--- config.mk ---
export PLATFORM = sky130hd
export DESIGN_NAME = tanh_divider
export DESIGN_NICKNAME = d
export VERILOG_FILES = /design/src/hdl/tanh_pkg.sv /design/src/hdl/tanh_divider.sv
export SDC_FILE = /design/constraint.sdc
export NUM_CORES = 2
export LEC_CHECK = 0
export ABC_AREA = 0
export BUFFER_PORTS_ARGS = -buffer_cell sky130_fd_sc_hd__buf_2
export CAP_MARGIN = 20
export CORE_MARGIN = 3
export CORE_UTILIZATION = 50
export DETAILED_ROUTE_END_ITERATION = 16
export PLACE_DENSITY = 0.72
export SETUP_SLACK_MARGIN = 0.5
export SKIP_CTS_REPAIR_TIMING = 1
export SYNTH_ARGS = -nofsm -noshare
export SYNTH_HDL_FRONTEND = slang
export SYNTH_SLANG_ARGS = --single-unit
--- constraint.sdc ---
create_clock -name clock -period 4.5 [get_ports clock]
set_input_delay 0.45 -clock clock [delete_from_list [all_inputs] [get_ports clock]]
set_output_delay 0.45 -clock clock [all_outputs]
set_load 0.005 [all_outputs]
--- src/hdl/tanh_pkg.sv ---
// shared types and constants for the tanh activation unit
`default_nettype none
package tanh_pkg;

   localparam int X_W    = 16;
   localparam int MAG_W  = 17;
   localparam int S_W    = 23;
   localparam int Q_W    = 29;
   localparam int C_W    = 35;
   localparam int NUM_W  = 39;
   localparam int DEN_W  = 41;
   localparam int PROD_W = MAG_W + NUM_W;
   localparam int REM_W  = 58;
   localparam int DIVR_W = DEN_W + 1;
   localparam int QUO_W  = 16;
   localparam int R_W    = 15;
   localparam int SQ_W   = 17;
   localparam int THR_W  = 15;
   localparam int MODE_W = 2;

   localparam logic [MODE_W-1:0] MODE_TANH    = 2'd0;
   localparam logic [MODE_W-1:0] MODE_DERIV_X = 2'd1;
   localparam logic [MODE_W-1:0] MODE_DERIV_V = 2'd2;

   localparam logic [2:0] ADDR_MODE = 3'd0;
   localparam logic [2:0] ADDR_THR  = 3'd4;

   localparam logic [THR_W-1:0] THR_RESET = 15'd20070;

   localparam logic [NUM_W-1:0] PADE_K0   = NUM_W'(64'd135135 << 16);
   localparam logic [15:0]      PADE_N2   = 16'd17325;
   localparam logic [15:0]      PADE_N4   = 16'd378;
   localparam logic [15:0]      PADE_D2   = 16'd62370;
   localparam logic [15:0]      PADE_D4   = 16'd3150;
   localparam logic [15:0]      PADE_D6   = 16'd28;
   localparam logic [R_W-1:0]   ONE_Q14   = 15'd16384;

   // side information carried alongside each sample
   typedef struct packed {
      logic [MODE_W-1:0]     mode;
      logic                  neg;
      logic                  forced;
      logic                  xzero;
      logic signed [X_W-1:0] x;
   } tag_type;

endpackage
`default_nettype wire

--- src/hdl/tanh_divider.sv ---
// pipelined restoring divider, one quotient bit per stage, with overflow flag
`default_nettype none
module tanh_divider (
   input  wire                              clock,
   input  wire                              reset,
   input  wire                              adv,
   input  wire                              in_valid,
   input  wire [tanh_pkg::REM_W-1:0]        in_dividend,
   input  wire [tanh_pkg::DIVR_W-1:0]       in_divisor,
   input  wire tanh_pkg::tag_type           in_tag,
   output logic                             out_valid,
   output logic [tanh_pkg::QUO_W-1:0]       out_quo,
   output logic                             out_ovf,
   output tanh_pkg::tag_type                out_tag
);

   localparam int NST = tanh_pkg::QUO_W + 1;

   logic [NST-1:0]                 v_ff;
   logic [tanh_pkg::REM_W-1:0]     rem_ff [NST];
   logic [tanh_pkg::DIVR_W-1:0]    div_ff [NST];
   logic [tanh_pkg::QUO_W-1:0]     quo_ff [NST];
   logic                           ovf_ff [NST];
   tanh_pkg::tag_type              tag_ff [NST];

   logic [tanh_pkg::REM_W-1:0]     rem_in [NST];
   logic [tanh_pkg::QUO_W-1:0]     quo_in [NST];
   logic                           ovf_in;

   // quotient must fit in QUO_W bits
   assign ovf_in = in_dividend >=
      (tanh_pkg::REM_W'(in_divisor) << tanh_pkg::QUO_W);
   assign rem_in[0] = in_dividend;
   assign quo_in[0] = '0;

   genvar k;
   generate
      for (k = 1; k < NST; k++) begin : g_step
         logic [tanh_pkg::REM_W-1:0] trial;
         always_comb begin
            trial     = tanh_pkg::REM_W'(div_ff[k-1]) << (tanh_pkg::QUO_W - k);
            rem_in[k] = rem_ff[k-1];
            quo_in[k] = quo_ff[k-1];
            if (rem_ff[k-1] >= trial) begin
               rem_in[k] = rem_ff[k-1] - trial;
               quo_in[k][tanh_pkg::QUO_W-k] = 1'b1;
            end
         end
      end
   endgenerate

   always_ff @(posedge clock) begin
      if (reset) begin
         v_ff <= '0;
      end else if (adv) begin
         v_ff <= {v_ff[NST-2:0], in_valid};
      end
   end

   always_ff @(posedge clock) begin
      if (adv) begin
         rem_ff[0] <= rem_in[0];
         quo_ff[0] <= quo_in[0];
         div_ff[0] <= in_divisor;
         ovf_ff[0] <= ovf_in;
         tag_ff[0] <= in_tag;
         for (int i = 1; i < NST; i++) begin
            rem_ff[i] <= rem_in[i];
            quo_ff[i] <= quo_in[i];
            div_ff[i] <= div_ff[i-1];
            ovf_ff[i] <= ovf_ff[i-1];
            tag_ff[i] <= tag_ff[i-1];
         end
      end
   end

   assign out_valid = v_ff[NST-1];
   assign out_quo   = quo_ff[NST-1];
   assign out_ovf   = ovf_ff[NST-1];
   assign out_tag   = tag_ff[NST-1];

endmodule
`default_nettype wire

==> results by group <==
Status
  – Status: finished clean

Yosys
  – Post-synth EDFFs: 2110
  – Synthesized area: 114000 um2
  – Synth top cells by count: edfxtp_1, a21oi_1, inv_1, nand2_1, ha_1
  – Synth area leader: edfxtp_1
  – Yosys top cell area share: 55.5%
  – Area contributors post-synth: edfxtp_1, ha_1, a21oi_1, xnor2_1, inv_1
  – Post-Synthesis Cells: 10169
  – Register area share after synthesis: 55.8%
  – Synth warn: 0
  – Syn nets: 11023
  – Most frequent cell after synthesis: edfxtp_1
  – Synth unique cells: 108
  – Prevailing post-synth register cell: edfxtp_1
  – #FFs+latches synth: 2127
  – Syn_area_per_cell: 11.2 um2
  – Ys async rst share: 0%

Timing
  – Tmin final: 3.96 ns
  – Period Utilization, post-route: 88.0%
  – Slew Limit Headroom: 35.2%
  – Setup violators final: 0
  – Fin Clk Skew: 0.0674 ns
  – Count of final max-slew check failures: 0
  – RSZ-0062 raised after global routing: yes
  – Final setup TNS: 0 ns
  – Slew @ Worst Pin: 0.973 ns
  – Fin. Hold Viols: 0
  – Fmax: 0.253 GHz
  – Worst Slack Setup Final: 0.542 ns

Global routing
  – First-pass GRT wire length: 430000 um
  – Total GRT Usage: 23.2%
  – Initial antenna violation count: 1
  – GR Overflow Total: 0
  – Vias in the first global route: 79415
  – Largest net degree at the start of global routing: 175

Flow run
  – Max Cap Viol: 0

Floorplan
  – Cell row count: 174
  – I/O pins: 164
  – Die width: 484 um
  – Initial cell density of the core: 50.5%
  – Die Y: 484 um
  – Die area: 234000 um2
  – Core Footprint: 226000 um2

Min path
  – Worst hold stages: 1
  – Worst hold endpoint: div_ff[0][40]$_DFFE_PP_
  – Hold_sp: adv
  – Worst min-delay path class: in2reg

Finish
  – Final nets: 11460
  – Area growth, synth to finish: 13.4%
  – Layout cells sized above 1: 9.77%

CTS
  – H-tree levels: 4
  – Clock network latency to the later pin of the worst-skew pair: 0.88 ns
  – Num Clock Sinks: 2127
  – Root Buffer: clkbuf_16
  – CTS clk-pin slew, worst paths: 0.06 ns
  – Number of CTS-inserted buffers: 226
  – CTS Buffer Depth: 3
  – CTS tree: done

Routing
  – Vias: 78475
  – Initial detailed-routing violation count: 4997
  – DR vias/cell: 5.68
  – Antenna-violating nets left: 0
  – Post-route DRC: 0
  – Drt wl/cell: 20.3 um
  – Routed Wire Length: 281000 um
  – Drt pass-1 iters: 6

Worst setup path
  – R2R cell count: 13
  – Crit path top cell by count: a21oi_1
  – Max stage delay on crit path: 0.61 ns
  – Buf/Inv on CP: 2
  – CP endpoint kind: register
  – Crit path cell chain: inv_1 -> ha_1 -> o21ai_0 -> a21oi_1 -> o41ai_1 -> buf_4 -> a211oi_2 -> nor2_2 -> nor4_1 -> or4b_1 -> a21oi_1 -> nor4b_2 -> xor2_1
  – Crit-path leading delay family: simple AND/OR/NAND/NOR gates
  – Setup slack, reg-to-reg: 0.54 ns
  – CP max-delay cell: or4b_1
  – Reg-to-reg endpoint: rem_ff[0][629]$_DFFE_PP_
  – Crit start category: register
  – Type of the worst setup path: reg2reg
  – Arr. time, crit path: 4.58 ns
  – FF-to-FF Start: div_ff[0][380]$_DFFE_PP_
  – CP Max Fanout: 5
  – CP Data Required Time: 5.12 ns

Place
  – Port Buffers: 163
  – GPL Wtd Cong: 1.02
  – Final HPWL DP: 214000 um
  – Place WS: -0.303 ns

Pwr
  – PD cells: 648 nW/um2
  – Peak supply drop: 0.435 mV
  – LEAKAGE: 51.2 nW
## power breakdown
group | switching [W] | leakage [nW] | internal [W]
Combinational | 0.0205 | 26.8 | 0.0142
Clock | 0.00786 | 3.73 | 0.0112
Sequential | 0.00248 | 20.6 | 0.0277
## placed cells by master, fill, tap and decap left out, types with 31 or more instances in the layout
master,instances
edfxtp_1,2110
a21oi_1,980
inv_1,903
nand2_1,772
ha_1,708
nor2_1,664
o21ai_0,583
xnor2_1,392
a21o_1,354
xor2_1,283
buf_4,249
clkbuf_16,227
nand4_1,189
nand3_1,169
buf_2,163
nor3_1,129
dlygate4sd3_1,124
o21bai_1,117
nand2b_1,96
mux2_2,90
o21a_1,83
nor2b_1,78
nor4_1,72
a31oi_1,70
and3_1,68
a211oi_1,64
o211ai_1,60
o31ai_1,47
clkinv_1,47
and2_1,46
clkinv_2,43
or3_1,39
clkbuf_1,39
buf_12,38
bufinv_16,33
a21boi_0,31
## layout make-up
type,instances,area [um2]
clock inverters,159,1950
multi-input cells,6767,46100
well taps,2992,3740
repair buffers,576,4720
inverters,908,3410
flip-flops and latches,2127,63700
fillers,18222,96500
clock buffers,265,5800
diodes,11,27.5
## worst max-delay path by stage
stage / startpoint / end / cells after the start
6_report: div_ff[0][380]$_DFFE_PP_ / rem_ff[0][629]$_DFFE_PP_ / 13
5_1_grt: div_ff[0][365]$_DFFE_PP_ / rem_ff[0][549]$_DFFE_PP_ / 13
4_1_cts: div_ff[0][148]$_DFFE_PP_ / rem_ff[0][254]$_DFFE_PP_ / 14
3_5_place_dp: div_ff[0][151]$_DFFE_PP_ / rem_ff[0][254]$_DFFE_PP_ / 14
3_3_place_gp: div_ff[0][151]$_DFFE_PP_ / rem_ff[0][244]$_DFFE_PP_ / 14
2_1_floorplan: rem_ff[0][528]$_DFFE_PP_ / rem_ff[0][587]$_DFFE_PP_ / 15
## per-layer routing
metal | GRT usage [%] | up-vias | routed length, um
met4 | 16.3 | 0 | 23400
met5 | 0 | - | 0
met1 | 23.5 | 37027 | 101000
met3 | 2.68 | 861 | 9320
li1 | - | 38293 | -
met2 | 44.0 | 2294 | 147000
## kinds of logic after synthesis
| kind of cell | Yosys count | synth area share [%] |
|---|---|---|
| compound gates | 2728 | 14.8 |
| xor+xnor | 675 | 5.18 |
| fa+ha+maj | 729 | 8.09 |
| buf+inv | 1275 | 4.33 |
| flops | 2127 | 55.8 |
| mux | 128 | 1.25 |
| simple gates | 2507 | 10.6 |
## through the flow
stage	utilization (%)	instance area (um2)	power (W)	std cells	hold slack [ns]
after floorplan	-	114000	0.0540	10169	0.400
after global placement	53.0	120000	0.0634	13212	0.400
after detailed placement	53.0	120000	0.0640	13213	0.405
after CTS	56.4	127000	0.0834	13637	-0.336
after global routing	57.3	129000	0.0890	13802	0.0804
final	57.3	129000	0.0839	13805	0.107
## flip-flops by register name, summed over array words and instances, names as in the netlist
name    flops
div_ff    672
ovf_ff     17
quo_ff    136
rem_ff    928
tag_ff    357
v_ff       17
No activity file was read; power rests on OpenSTA's default activity.
